## config.mk

```make
export PLATFORM = sky130hd
export DESIGN_NAME = utf8_label_validator_top
export DESIGN_NICKNAME = d
export VERILOG_FILES = /design/src/sv/ulv_pkg.sv /design/src/sv/ulv_check.sv /design/src/sv/utf8_label_validator_top.sv
export SDC_FILE = /design/constraint.sdc
export NUM_CORES = 1
export LEC_CHECK = 0
export BUFFER_PORTS_ARGS = -buffer_cell sky130_fd_sc_hd__buf_2
export CAP_MARGIN = 20
export CELL_PAD_IN_SITES_DETAIL_PLACEMENT = 1
export CELL_PAD_IN_SITES_GLOBAL_PLACEMENT = 1
export CORE_UTILIZATION = 49
export CTS_CLUSTER_SIZE = 28
export DETAILED_ROUTE_END_ITERATION = 8
export GPL_TIMING_DRIVEN = 0
export PLACE_DENSITY = 0.85
export SKIP_CTS_REPAIR_TIMING = 1
export SLEW_MARGIN = 20
export SYNTH_ARGS = -nofsm -noshare
export SYNTH_HDL_FRONTEND = slang
export SYNTH_SLANG_ARGS = --single-unit
```

## constraint.sdc

```tcl
create_clock -name clk_i -period 9.1 [get_ports clk_i]
set_input_delay 0.91 -clock clk_i [delete_from_list [all_inputs] [get_ports clk_i]]
set_output_delay 0.91 -clock clk_i [all_outputs]
set_load 0.02 [all_outputs]
```

## src/sv/ulv_pkg.sv

```systemverilog
package ulv_pkg;

  // Field widths fixed by the label format.
  localparam int unsigned ByteW   = 8;
  localparam int unsigned LenW    = 16;
  localparam int unsigned CountW  = 17;
  localparam int unsigned CpW     = 21;
  localparam int unsigned ReasonW = 3;

  // Register reset value and saturation limit of the byte count.
  localparam logic [LenW-1:0]   MaxLenReset = 16'd512;
  localparam logic [CountW-1:0] CountMax    = 17'h1ffff;

  // Verdict codes; the checker ranks Empty, TooLong, BadUtf8, Control, then Ok.
  typedef enum logic [ReasonW-1:0] {
    ReasonOk      = 3'd0,
    ReasonEmpty   = 3'd1,
    ReasonTooLong = 3'd2,
    ReasonBadUtf8 = 3'd3,
    ReasonControl = 3'd4
  } reason_e;

  // One input transfer.
  typedef struct packed {
    logic [ByteW-1:0] text_byte;
    logic             has_byte;
    logic             last;
  } in_item_t;

  // One verdict transfer.
  typedef struct packed {
    logic               label_ok;
    logic               utf8_ok;
    logic [ReasonW-1:0] reason;
  } out_item_t;

  // Verdict handed from the checker to the output buffer.
  typedef struct packed {
    logic      valid;
    out_item_t item;
  } verdict_t;

endpackage

```

## src/sv/ulv_check.sv

```systemverilog
module ulv_check (
  input  logic                         clk_i,
  input  logic                         rst_ni,
  input  logic                         accept_i,
  input  ulv_pkg::in_item_t            item_i,
  input  logic [ulv_pkg::LenW-1:0]     max_length_i,
  output ulv_pkg::verdict_t            verdict_o
);
  import ulv_pkg::*;

  // Per-label decoder state.
  logic [1:0]        pend_q, pend_d;
  logic [1:0]        seq_len_q, seq_len_d;
  logic [CpW-1:0]    cp_q, cp_d;
  logic              utf_err_q, utf_err_d;
  logic              ctrl_q, ctrl_d;
  logic [CountW-1:0] count_q, count_d;

  logic [ByteW-1:0]  b;
  logic [CpW-1:0]    cp_next;
  logic              cp_bad;
  logic              utf_ok;
  reason_e           reason;

  assign b       = item_i.text_byte;
  assign cp_next = {cp_q[CpW-7:0], b[5:0]};

  // A finished sequence is bad if it is overlong, a surrogate or out of range.
  always_comb begin
    cp_bad = 1'b0;
    if (seq_len_q == 2'd1 && cp_next < CpW'(32'h80)) cp_bad = 1'b1;
    if (seq_len_q == 2'd2 && cp_next < CpW'(32'h800)) cp_bad = 1'b1;
    if (seq_len_q == 2'd3 && cp_next < CpW'(32'h10000)) cp_bad = 1'b1;
    if (cp_next > CpW'(32'h10ffff)) cp_bad = 1'b1;
    if (cp_next >= CpW'(32'hd800) && cp_next <= CpW'(32'hdfff)) cp_bad = 1'b1;
  end

  // Byte step: counts, flags and the UTF-8 decoder.
  always_comb begin
    pend_d    = pend_q;
    seq_len_d = seq_len_q;
    cp_d      = cp_q;
    utf_err_d = utf_err_q;
    ctrl_d    = ctrl_q;
    count_d   = count_q;
    if (item_i.has_byte) begin
      if (count_q != CountMax) count_d = count_q + CountW'(1);
      if (b < 8'h20) ctrl_d = 1'b1;
      if (pend_q == 2'd0) begin
        priority if (b[7] == 1'b0) begin
          // Plain ASCII byte, nothing to track.
        end else if (b[7:5] == 3'b110) begin
          seq_len_d = 2'd1;
          pend_d    = 2'd1;
          cp_d      = CpW'(b[4:0]);
        end else if (b[7:4] == 4'b1110) begin
          seq_len_d = 2'd2;
          pend_d    = 2'd2;
          cp_d      = CpW'(b[3:0]);
        end else if (b[7:3] == 5'b11110) begin
          seq_len_d = 2'd3;
          pend_d    = 2'd3;
          cp_d      = CpW'(b[2:0]);
        end else begin
          utf_err_d = 1'b1;
        end
      end else if (b[7:6] != 2'b10) begin
        // Broken sequence: drop it; this byte is not a new lead.
        utf_err_d = 1'b1;
        pend_d    = 2'd0;
        seq_len_d = 2'd0;
        cp_d      = '0;
      end else begin
        pend_d = pend_q - 2'd1;
        cp_d   = cp_next;
        if (pend_q == 2'd1) begin
          if (cp_bad) utf_err_d = 1'b1;
          seq_len_d = 2'd0;
          cp_d      = '0;
        end
      end
    end
  end

  // Verdict from the state after this byte.
  always_comb begin
    utf_ok = !utf_err_d && (pend_d == 2'd0);
    priority if (count_d == '0) begin
      reason = ReasonEmpty;
    end else if (count_d > CountW'(max_length_i)) begin
      reason = ReasonTooLong;
    end else if (!utf_ok) begin
      reason = ReasonBadUtf8;
    end else if (ctrl_d) begin
      reason = ReasonControl;
    end else begin
      reason = ReasonOk;
    end
  end

  assign verdict_o.valid         = accept_i && item_i.last;
  assign verdict_o.item.label_ok = (reason == ReasonOk);
  assign verdict_o.item.utf8_ok  = utf_ok;
  assign verdict_o.item.reason   = reason;

  // State update; the last item of a label clears everything.
  always_ff @(posedge clk_i or negedge rst_ni) begin
    if (!rst_ni) begin
      pend_q    <= '0;
      seq_len_q <= '0;
      cp_q      <= '0;
      utf_err_q <= 1'b0;
      ctrl_q    <= 1'b0;
      count_q   <= '0;
    end else if (accept_i) begin
      if (item_i.last) begin
        pend_q    <= '0;
        seq_len_q <= '0;
        cp_q      <= '0;
        utf_err_q <= 1'b0;
        ctrl_q    <= 1'b0;
        count_q   <= '0;
      end else begin
        pend_q    <= pend_d;
        seq_len_q <= seq_len_d;
        cp_q      <= cp_d;
        utf_err_q <= utf_err_d;
        ctrl_q    <= ctrl_d;
        count_q   <= count_d;
      end
    end
  end

endmodule

```

## src/sv/utf8_label_validator_top.sv

```systemverilog
// Channel   Direction  Handshake                 Payload
// in        input      in_valid_i / in_stall_o   in_data_i  (text_byte, has_byte, last)
// out       output     out_valid_o / out_stall_i out_data_o (label_ok, utf8_ok, reason)
// cfg       input      cfg_we_i                  cfg_wdata_i (max_length)
//
// One byte is taken every cycle while in_stall_o is low; the decoder state is registered per byte.
// A label's verdict goes into the output register, or into the skid entry while that is held.
// The output register plus one skid entry hold verdicts; input stalls only when both are full.
// Reset clears the label state and sets max_length to 512.
module utf8_label_validator_top (
  input  logic                         clk_i,
  input  logic                         rst_ni,
  input  logic                         in_valid_i,
  output logic                         in_stall_o,
  input  ulv_pkg::in_item_t            in_data_i,
  output logic                         out_valid_o,
  input  logic                         out_stall_i,
  output ulv_pkg::out_item_t           out_data_o,
  input  logic                         cfg_we_i,
  input  logic [ulv_pkg::LenW-1:0]     cfg_wdata_i
);
  import ulv_pkg::*;

  logic [LenW-1:0] max_len_q;
  logic            in_acc;
  logic            out_pop;
  verdict_t        verdict;
  logic            out_valid_q, skid_valid_q;
  out_item_t       out_q, skid_q;

  assign in_acc  = in_valid_i && !in_stall_o;
  assign out_pop = out_valid_q && !out_stall_i;

  // Length limit register.
  always_ff @(posedge clk_i or negedge rst_ni) begin
    if (!rst_ni) begin
      max_len_q <= MaxLenReset;
    end else if (cfg_we_i) begin
      max_len_q <= cfg_wdata_i;
    end
  end

  ulv_check u_check (
    .clk_i        (clk_i),
    .rst_ni       (rst_ni),
    .accept_i     (in_acc),
    .item_i       (in_data_i),
    .max_length_i (max_len_q),
    .verdict_o    (verdict)
  );

  // Output register with one skid entry behind it.
  always_ff @(posedge clk_i or negedge rst_ni) begin
    if (!rst_ni) begin
      out_valid_q  <= 1'b0;
      skid_valid_q <= 1'b0;
    end else if (skid_valid_q) begin
      if (out_pop) begin
        skid_valid_q <= 1'b0;
      end
    end else if (verdict.valid) begin
      if (!out_valid_q || out_pop) begin
        out_valid_q <= 1'b1;
      end else begin
        skid_valid_q <= 1'b1;
      end
    end else if (out_pop) begin
      out_valid_q <= 1'b0;
    end
  end

  // Verdict payloads.
  always_ff @(posedge clk_i) begin
    if (skid_valid_q) begin
      if (out_pop) out_q <= skid_q;
    end else if (verdict.valid) begin
      if (!out_valid_q || out_pop) begin
        out_q <= verdict.item;
      end else begin
        skid_q <= verdict.item;
      end
    end
  end

  assign in_stall_o  = skid_valid_q;
  assign out_valid_o = out_valid_q;
  assign out_data_o  = out_q;

  // A filled skid entry always sits behind a filled output register.
  a_skid_behind_out : assert property (@(posedge clk_i) disable iff (!rst_ni)
    skid_valid_q |-> out_valid_q)
    else $error("skid entry valid while output register empty");

  // label_ok agrees with the reason code.
  a_ok_matches_reason : assert property (@(posedge clk_i) disable iff (!rst_ni)
    out_valid_o |-> (out_data_o.label_ok == (out_data_o.reason == ReasonOk)))
    else $error("label_ok disagrees with reason");

  // Malformed UTF-8 can only be reported as too long or bad UTF-8.
  a_utf_reason : assert property (@(posedge clk_i) disable iff (!rst_ni)
    (out_valid_o && !out_data_o.utf8_ok) |->
      (out_data_o.reason == ReasonTooLong || out_data_o.reason == ReasonBadUtf8))
    else $error("utf8_ok low with unrelated reason");

  // An ending transfer with free output space shows up next cycle.
  a_verdict_latency : assert property (@(posedge clk_i) disable iff (!rst_ni)
    (in_acc && in_data_i.last && !out_valid_q) |=> out_valid_o)
    else $error("verdict did not reach the output");

endmodule
```

=== Yosys cells after proc, flatten, opt, wreduce, memory -nomap -nowiden ===
Index checks and enable logic that the tools add are counted.
W data, S select, Z words.

* $add $sub $neg: 2
* Order comparisons: 8
* Equality and inequality tests: 13
* Multiplexer cells: 62
* Bitwise operators: 2
* Reductions and logical operators: 27

{| class="wikitable"
|+ Operators with widths
! kind !! count
|-
| $mux W15 || 9
|-
| $mux W17 || 3
|-
| $mux W2 || 17
|-
| $mux W1 || 25
|-
| $ge A21 B16 Y1 const B || 1
|-
| $gt A21 B21 Y1 const B || 1
|-
| $le A21 B16 Y1 const B || 1
|-
| $lt A21 B12 Y1 const B || 1
|-
| $lt A21 B17 Y1 const B || 1
|-
| $lt A21 B8 Y1 const B || 1
|-
| $mux W5 || 4
|-
| $add A17 B1 Y17 const B || 1
|-
| $gt A17 B16 Y1 || 1
|-
| $logic_not A17 Y1 || 1
|-
| $ne A17 B17 Y1 const B || 1
|-
| $mux W3 || 4
|-
| $reduce_and A3 Y1 || 3
|-
| $logic_and A1 B1 Y1 || 8
|-
| $lt A8 B6 Y1 const B || 1
|-
| $reduce_bool A2 Y1 || 4
|-
| $ne A2 B2 Y1 const B || 3
|-
| $eq A5 B5 Y1 const B || 1
|-
| $ne A5 B5 Y1 const B || 1
|-
| $reduce_and A5 Y1 || 1
|-
| other kinds (13) || 20
|}

* Flip-flop bits (word level): 66
* Input bits: 31
* Output and inout bits: 7
* Logic and storage cells: 129

=== Depth between registers and ports, before layout ===
Gate-level depths: netlist (run 1).

* Word-level depth: 21
* Mapped depth: 16

=== Hierarchy ===
From an unflattened synthesis (run 1), not the netlist that was laid out.

* Cells, all modules: 450
* Area total of the unflattened synthesis: 4207.8 um^2

{| class="wikitable"
|+ Modules (own cells, without submodules)
! module !! instances !! cells each !! area each (um^2) !! sequential area each (um^2)
|-
| ulv_check || 1 || 387 || 3091.7 || 950.9
|-
| utf8_label_validator_top || 1 || 63 || 1116.1 || 752.0
|}

=== Worst setup path after synthesis (run 1) ===
No wires, ideal clock.

* Kind: input to register
* Start point: input port in_data_i[1] in the netlist's numbering
* End point: register out_q, in the netlist out_data_o[1] (data pin)
* Data arrival time: 3.528 ns
* Slack: 5.315 ns
* Stages: 11
* Buffers on the path: 0
* Path through: nand4_1 or4_4 xnor2_1 ha_1 nand4_1 or4_1 o21ai_0 nand2_1 a31oi_1 nand2_1 a22o_1

* Longest elaborated chain between the ends: 9
* Elaborated cells on any way between the ends: 14
* Classes of those cells: order compare: 1; mux: 9; reduce/logical: 4

{| class="wikitable"
|+ Ends and longest elaborated chain
! element !! line !! source
|-
| start: declaration || utf8_label_validator_top.sv:15 || <nowiki>input ulv_pkg::in_item_t in_data_i,</nowiki>
|-
| branches (longest 5 deep; another with $gt A17 B16 Y1) || n/a ||
|-
| $mux W3 * || ulv_check.sv:88 || <nowiki>priority if (count_d == '0) begin</nowiki>
|-
| $mux W5 * || utf8_label_validator_top.sv:77 || <nowiki>if (!out_valid_q || out_pop) begin</nowiki>
|-
| $mux W5 * || utf8_label_validator_top.sv:76 || <nowiki>end else if (verdict.valid) begin</nowiki>
|-
| $mux W5 * || utf8_label_validator_top.sv:74 || <nowiki>if (skid_valid_q) begin</nowiki>
|-
| end signal: assignment || utf8_label_validator_top.sv:75 || <nowiki>if (out_pop) out_q <= skid_q;</nowiki>
|-
| end signal: assignment || utf8_label_validator_top.sv:78 || <nowiki>out_q <= verdict.item;</nowiki>
|-
| end: declaration || utf8_label_validator_top.sv:29 || <nowiki>out_item_t out_q, skid_q;</nowiki>
|}

Mark *: on every way between the ends. The select of a mux whose other input is x is not followed.
A chain may end at the register's enable or synchronous reset.

=== Final worst setup path (run 1) ===
* Start point: register u_check.count_q[1]
* End point: register out_q, in the netlist out_data_o[2] (data pin)

* Longest elaborated chain between the ends: 9
* Elaborated cells on any way between the ends: 11
* Classes of those cells: add/sub: 1; order compare: 1; eq/ne: 1; mux: 7; reduce/logical: 1

{| class="wikitable"
|+ Ends and longest elaborated chain
! element !! line !! source
|-
| start: declaration || ulv_check.sv:17 || <nowiki>logic [CountW-1:0] count_q, count_d;</nowiki>
|-
| start signal: assignment || ulv_check.sv:129 || <nowiki>count_q <= count_d;</nowiki>
|-
| $add A17 B1 Y17 / $ne A17 B17 Y1 (equally long branches) || ulv_check.sv:47 || <nowiki>if (count_q != CountMax) count_d = count_q + CountW'(1);</nowiki>
|-
| $mux W17 || ulv_check.sv:47 ||
|-
| $mux W17 * || ulv_check.sv:46 || <nowiki>if (item_i.has_byte) begin</nowiki>
|-
| $gt A17 B16 Y1 || ulv_check.sv:90 || <nowiki>end else if (count_d > CountW'(max_length_i)) begin</nowiki>
|-
| $mux W3 || ulv_check.sv:90 ||
|-
| $mux W3 * || ulv_check.sv:88 ||
|-
| $mux W5 * || utf8_label_validator_top.sv:77 ||
|-
| $mux W5 * || utf8_label_validator_top.sv:76 ||
|-
| $mux W5 * || utf8_label_validator_top.sv:74 ||
|}

Mark *: on every way between the ends. The rest lies on a longest branch, timed or not. The select of a mux whose other input is x is not followed.

==> flow_metrics.tcl, run 1 <==
set metrics [dict create \
    fp-row-count 32 \
    nets 543 \
    dpl.hpwl_microns 8231 \
    drt_iter0_markers 125 \
    synth_area_leaders "dfrtp_1 (35%), edfxtp_1 (7.6%), o21ai_0 (7.6%), nand2_1 (7.5%), ha_1 (6.0%)" \
    maxSlewHeadroom_pct 50.94 \
    overflow 0 \
    avgViaCountPerCell 6.097 \
    synthCells 445 \
    synth_most_common_cell "nand2_1" \
    grt_start_max_net_pins 57 \
    die_y_microns 91.63 \
    ys_seq_area_share_pct 43.26 \
    synth_top_area_share_pct 34.97 \
    synth_edf_count 10 \
    clockRootBuffer "clkbuf_8" \
    ant_nets 0 \
    worstPathArrival_ps 4950 \
    n_antenna_cell 0 \
    pre_cts_ws_ps 4370 \
    drv_cap 0 \
    ys_types 55 \
    yosys_warnings 0 \
    critPathCaptureType "flip-flop" \
    syn_area_sq_um 3936 \
    place_congestion 0.9115 \
    routed_wl_microns 11530 \
    clkTransAtPathRegs_ps 80 \
    crit_type "reg -> reg" \
    drtPass1Iterations 4 \
    vias 3658 \
    rr_endpoint "out_data_o[2]" \
    num-fill-cells 950 \
    insertion_delay_ps 360 \
    cts_buffer_depth 2 \
    holdPathEnd "u_check.cp_q[12]" \
    grt_util_all_layers_pct 29.73 \
    postLayoutCoreUtil_pct 57.64 \
    reg2reg_depth 15 \
    worstHoldStart "u_check.cp_q[12]" \
    ir_drop_v 0.00009329 \
    critPathLaunchType "flip-flop" \
    die_w_microns 91.63 \
    cts_buffers 9 \
    power.density_nw_per_um2 204.0 \
    crit_required_ps 9270 \
    hp-class "reg -> reg" \
    cts_sinks 66 \
    fmax_ghz 0.2091 \
    drive_gt1_share_pct 14.46 \
    cts_tree "done" \
    port_buffers 37 \
    synth_top_cell_by_area "dfrtp_1" \
    fin_crit_sh_pct 52.54 \
    synth_area_per_cell_sq_um 8.846 \
    final_max_slew_viol_count 0 \
    detail_route.wl_per_cell_microns 19.22 \
    setup_viol 0 \
    rsz0062_at_grt "no" \
    htreeDepth 3 \
    critPathMaxFanout 8 \
    r2r_start "u_check.count_q[1]" \
    ys.flop_type "dfrtp_1" \
    async_flop_share_pct 84.85 \
    synthToLayoutAreaGrowth_pct 13.73 \
    top_level_ports 38 \
    min_period_ps 4781 \
    timing.reg2reg.setup_slack_ps 4320 \
    synth_nets 495 \
    core_area_sq_um 7767 \
    synth-seq-cells 66 \
    grt_pass1_wl_microns 19470 \
    grt_pass1_vias 3966 \
    leakage_nw 2.018 \
    drc_errors 0 \
    grt_antenna_before_repair 0 \
    final_hold_viol_count 0 \
    worst_slack_ps 4319 \
    final.setup_skew_ps 9.616 \
    initial_core_util_pct 50.68 \
    die_area_sq_um 8396 \
    netlist_top_cells_count "nand2_1 (79), o21ai_0 (60), dfrtp_1 (55)" \
    hold_path_depth 2 \
    fin_setup_tns_ps 0 \
    max_slew.worst_pin.slew_ps 730.3 \
    status "finished, final reports clean" \
]
==> cell type report <==
class / instances / area [sq um] / share of cell area, %
multi-input cells: 333 / 2043 / 45.64
flip-flops and latches: 66 / 1703 / 38.04
clock inverters: 6 / 87.58 / 1.956
plain buffers: 22 / 100.1 / 2.236
repair buffers: 37 / 187.7 / 4.192
inverters: 24 / 90.09 / 2.012
well taps: 102 / 127.6 / 2.851
clock buffers: 10 / 137.6 / 3.074
==> registers in the layout, summed over array words and instances, names as in the netlist, 2 cells and up <==
signal / count
u_check.count_q: 17
u_check.pend_q: 2
u_check.seq_len_q: 2
out_data_o: 5
u_check.cp_q: 15
skid_q: 5
max_len_q: 16
==> power breakdown <==
group / switching (mW) / internal (mW)
Clock: 0.130 / 0.163
Combinational: 0.165 / 0.0872
Sequential: 0.0231 / 0.345
==> how the worst max path moves through the flow <==
stage,start,endpoint,slack [ps]
floorplan,in_data_i[1],out_data_o[1],5320
global placement,in_data_i[1],out_data_o[1],4520
detailed placement,in_data_i[1],out_data_o[2],4370
CTS,u_check.count_q[1],out_data_o[2],4350
global route,u_check.count_q[1],out_data_o[2],4140
finish,u_check.count_q[1],out_data_o[2],4320
==> kinds of logic after synthesis <==
kind of cell	after synthesis	synth area share (%)
muxes	3	0.8264
adders and majority gates	19	6.039
and+or+nand+nor	170	22.38
buffers and inverters	46	4.831
AOI/OAI and AO/OA	132	20.66
xor gates and xnor gates	9	2.003
DFF	66	43.26
==> placed cells by master, fill, tap and decap left out, types with 3 or more instances in the layout <==
master	synthesis	layout
and4_1	3	3
o31ai_1	10	10
xnor2_1	8	8
ha_1	19	19
nor2b_1	4	4
or4_4	4	4
o21ai_0	60	60
nand3_2	3	3
a21oi_1	18	18
nand3_1	7	7
nor3b_1	3	3
nor3_1	8	8
a31oi_1	7	7
a211oi_1	5	5
nand2b_1	9	9
nand4_1	7	7
nor4_1	5	5
or4_1	3	3
a22o_1	14	14
edfxtp_1	10	10
clkbuf_1	16	16
clkbuf_8	0	10
buf_4	2	3
dfrtp_1	55	55
nor2_1	23	23
inv_1	24	24
o22ai_1	3	3
buf_2	2	38
nand2_1	79	79
==> worst max-delay path, cell delays in order, from the launching register on <==
cell and delay, ps:
dfrtp_1 510, ha_1 340, nand2_1 150, or4_4 540, o21ai_2 270, nor2_1 140
nand2_1 120, xnor2_1 120, ha_1 340, nand4_1 190, or4_1 610, o21ai_0 190
nand2_1 70, a31oi_1 420, nand2_1 260, o31ai_1 330
==> through the flow <==
step | cells | total power [mW] | instance area [sq um] | hold slack (ps)
5_1_grt | 600 | 0.9552 | 4477 | 522.0
3_5_place_dp | 584 | 0.6205 | 4252 | 480.9
3_3_place_gp | 584 | 0.6039 | 4249 | 467.6
2_1_floorplan | 445 | 0.5367 | 3936 | 450.2
6_report | 600 | 0.9131 | 4477 | 489.3
4_1_cts | 600 | 0.9120 | 4477 | 499.2
==> routing by layer <==
metal | up-vias | wire length, microns | GRT usage, %
met5 | - | 0 | 0
met2 | 106 | 5681 | 51.25
li1 | 1710 | - | -
met4 | 0 | 401 | 15.48
met1 | 1809 | 4869 | 36.28
met3 | 33 | 578 | 3.897
No activity file was read; power rests on OpenSTA's default activity.
==> run 2, diff against run 1 <==
--- a/config.mk
+++ b/config.mk
@@ -9,11 +9,11 @@
 export CAP_MARGIN = 20
 export CELL_PAD_IN_SITES_DETAIL_PLACEMENT = 1
 export CELL_PAD_IN_SITES_GLOBAL_PLACEMENT = 1
-export CORE_UTILIZATION = 49
+export CORE_UTILIZATION = 41
 export CTS_CLUSTER_SIZE = 28
 export DETAILED_ROUTE_END_ITERATION = 8
 export GPL_TIMING_DRIVEN = 0
-export PLACE_DENSITY = 0.85
+export PLACE_DENSITY = 0.76
 export SKIP_CTS_REPAIR_TIMING = 1
 export SLEW_MARGIN = 20
 export SYNTH_ARGS = -nofsm -noshare
==> constraint.sdc (replaced) <==
create_clock -name clk_i -period 4.22 [get_ports clk_i]
set_input_delay 0.422 -clock clk_i [delete_from_list [all_inputs] [get_ports clk_i]]
set_output_delay 0.422 -clock clk_i [all_outputs]
set_load 0.02 [all_outputs]
==> run 2 against run 1 <==
  * Worst setup slack got worse by 4100 ps
  * Routed wire length is 6.7% lower
  * First-iteration DRC count rose by 15%
  * Clock power is 150% higher
  * Worst hold slack worse by 370 ps
  * Via count shrank 3.8%
  * Non-clock buffer count up 1
  * Largest cell class unchanged
  * Highest routed layer unchanged
==> flow_metrics.tcl, run 2 (synthesized netlist as in run 1, its figures left out) <==
set metrics [dict create \
    whs_ps 115.0 \
    largest_reg_flops 17 \
    grt_util_all_layers_pct 23.82 \
    worst_slack_ps 211.5 \
    hp-class "in -> async" \
    clockRootBuffer "clkbuf_8" \
    cts_buffers 9 \
    cts_tree "done" \
    maxSlewHeadroom_pct 49.03 \
    postLayoutCoreUtil_pct 49.78 \
    vias 3518 \
    critPathMaxFanout 8 \
    critPathCaptureType "flip-flop" \
    htreeDepth 3 \
    worstPathArrival_ps 4130 \
    crit_type "reg -> reg" \
    num-fill-cells 1145 \
    grt_start_max_net_pins 57 \
    final_common_cell "nand2_1" \
    grt_antenna_before_repair 0 \
    insertion_delay_ps 360 \
    top_level_ports 38 \
    detail_route.wl_per_cell_microns 17.13 \
    reg2reg_depth 15 \
    max_slew.worst_pin.slew_ps 757.7 \
    leakage_nw 2.049 \
    place_congestion 0.9184 \
    power.density_nw_per_um2 446.3 \
    final_hold_viol_count 0 \
    drtPass1Iterations 4 \
    fin_crit_sh_pct 94.99 \
    drc_errors 0 \
    routed_wl_microns 10760 \
    status "finished, final reports clean" \
    setup_viol 0 \
    instances_no_fill 628 \
    numPlacedInstances 611 \
    grt_pass1_wl_microns 18480 \
    drv_cap 0 \
    die_area_sq_um 9997 \
    nets 544 \
    power_mw 2.063 \
    drive_gt1_share_pct 16.43 \
    fp-row-count 35 \
    ant_nets 0 \
    avgViaCountPerCell 5.602 \
    pre_cts_ws_ps -183.2 \
    die_w_microns 99.99 \
    ir_drop_v 0.0001398 \
    port_buffers 37 \
    min_period_ps 4009 \
    final.setup_skew_ps 9.745 \
    die_y_microns 99.99 \
    clkTransAtPathRegs_ps 80 \
    cts_sinks 66 \
    core_area_sq_um 9284 \
    largestRegisters "u_check.count_q: 17 flops, max_len_q: 16 flops, u_check.cp_q: 15 flops" \
    grt_pass1_vias 3673 \
    drt_iter0_markers 144 \
    fmax_ghz 0.2495 \
    regMostFlops "u_check.count_q" \
    initial_core_util_pct 42.40 \
    dpl.hpwl_microns 8042 \
    synthToLayoutAreaGrowth_pct 17.42 \
    mostFrequentLayoutCells "nand2_1 (78), o21ai_0 (60), dfrtp_1 (54)" \
    cts_buffer_depth 2 \
    crit_required_ps 4340 \
    final_max_slew_viol_count 0 \
    critPathLaunchType "flip-flop" \
    n_antenna_cell 0 \
    overflow 0 \
]
## run 2: cell count changes in the layout (fill, tap and decap cells not counted), sizes merged
| cell | delta |
|---|---|
| buf | +1 |
| bufinv | +2 |
| clkinvlp | -1 |
| inv | -1 |
## run 2: final timing paths
kind / slack (ps) / end / start
setup / recovery: 210 / out_data_o[1] / u_check.count_q[1]
hold / removal: 110 / u_check.cp_q[13] / rst_ni
setup reg to reg: 210 / out_data_o[1] / u_check.count_q[1]
hold reg to reg: 490 / u_check.cp_q[13] / u_check.cp_q[13]
max in group asynchronous: 3590 / u_check.count_q[1] / rst_ni
min in group clk_i: 270 / max_len_q[12] / cfg_wdata_i[12]
## run 2: final cells by class
type / count / area, sq um / share of cell area, %
Inverter: 24 / 90.09 / 1.949
Clock buffer: 10 / 127.6 / 2.761
Timing Repair Buffer: 38 / 195.2 / 4.223
Multi-Input combinational cell: 333 / 2105 / 45.53
Buffer: 22 / 101.3 / 2.193
Sequential cell: 66 / 1704 / 36.87
Tap cell: 129 / 161.4 / 3.492
Clock inverter: 6 / 137.6 / 2.978
## run 2: critical path, stage by stage (launching register included)
cell and delay [ps]:
dfrtp_2 460, ha_4 190, nand2_1 100, or4_4 540, o21ai_4 230, nor2_1 100, nand2_1 100, xnor2_1 100
ha_1 310, nand4_1 170, or4_4 570, o21ai_0 160, nand2_1 100, a31oi_4 250, nand2_2 150, a22o_1 230
## run 2: per-stage QoR
step	TNS [ps]	instance area, sq um
floorplan	0	3936
global placement	-473.4	4283
detailed placement	-550.4	4285
CTS	-758.5	4551
global route	-34.52	4622
finish	0	4622
## run 2: power breakdown
group,internal [mW],switching [mW]
registers,0.744,0.0506
clock network,0.456,0.263
logic,0.198,0.351
## run 2: metal layers
layer / part of all wire, % / track usage [%] / up-vias
met4: 1.5 / 6.689 / 0
li1: - / - / 1709
met1: 46 / 29.55 / 1749
met3: 2.1 / 3.969 / 13
met2: 51 / 42.76 / 47
met5: 0 / 0 / -
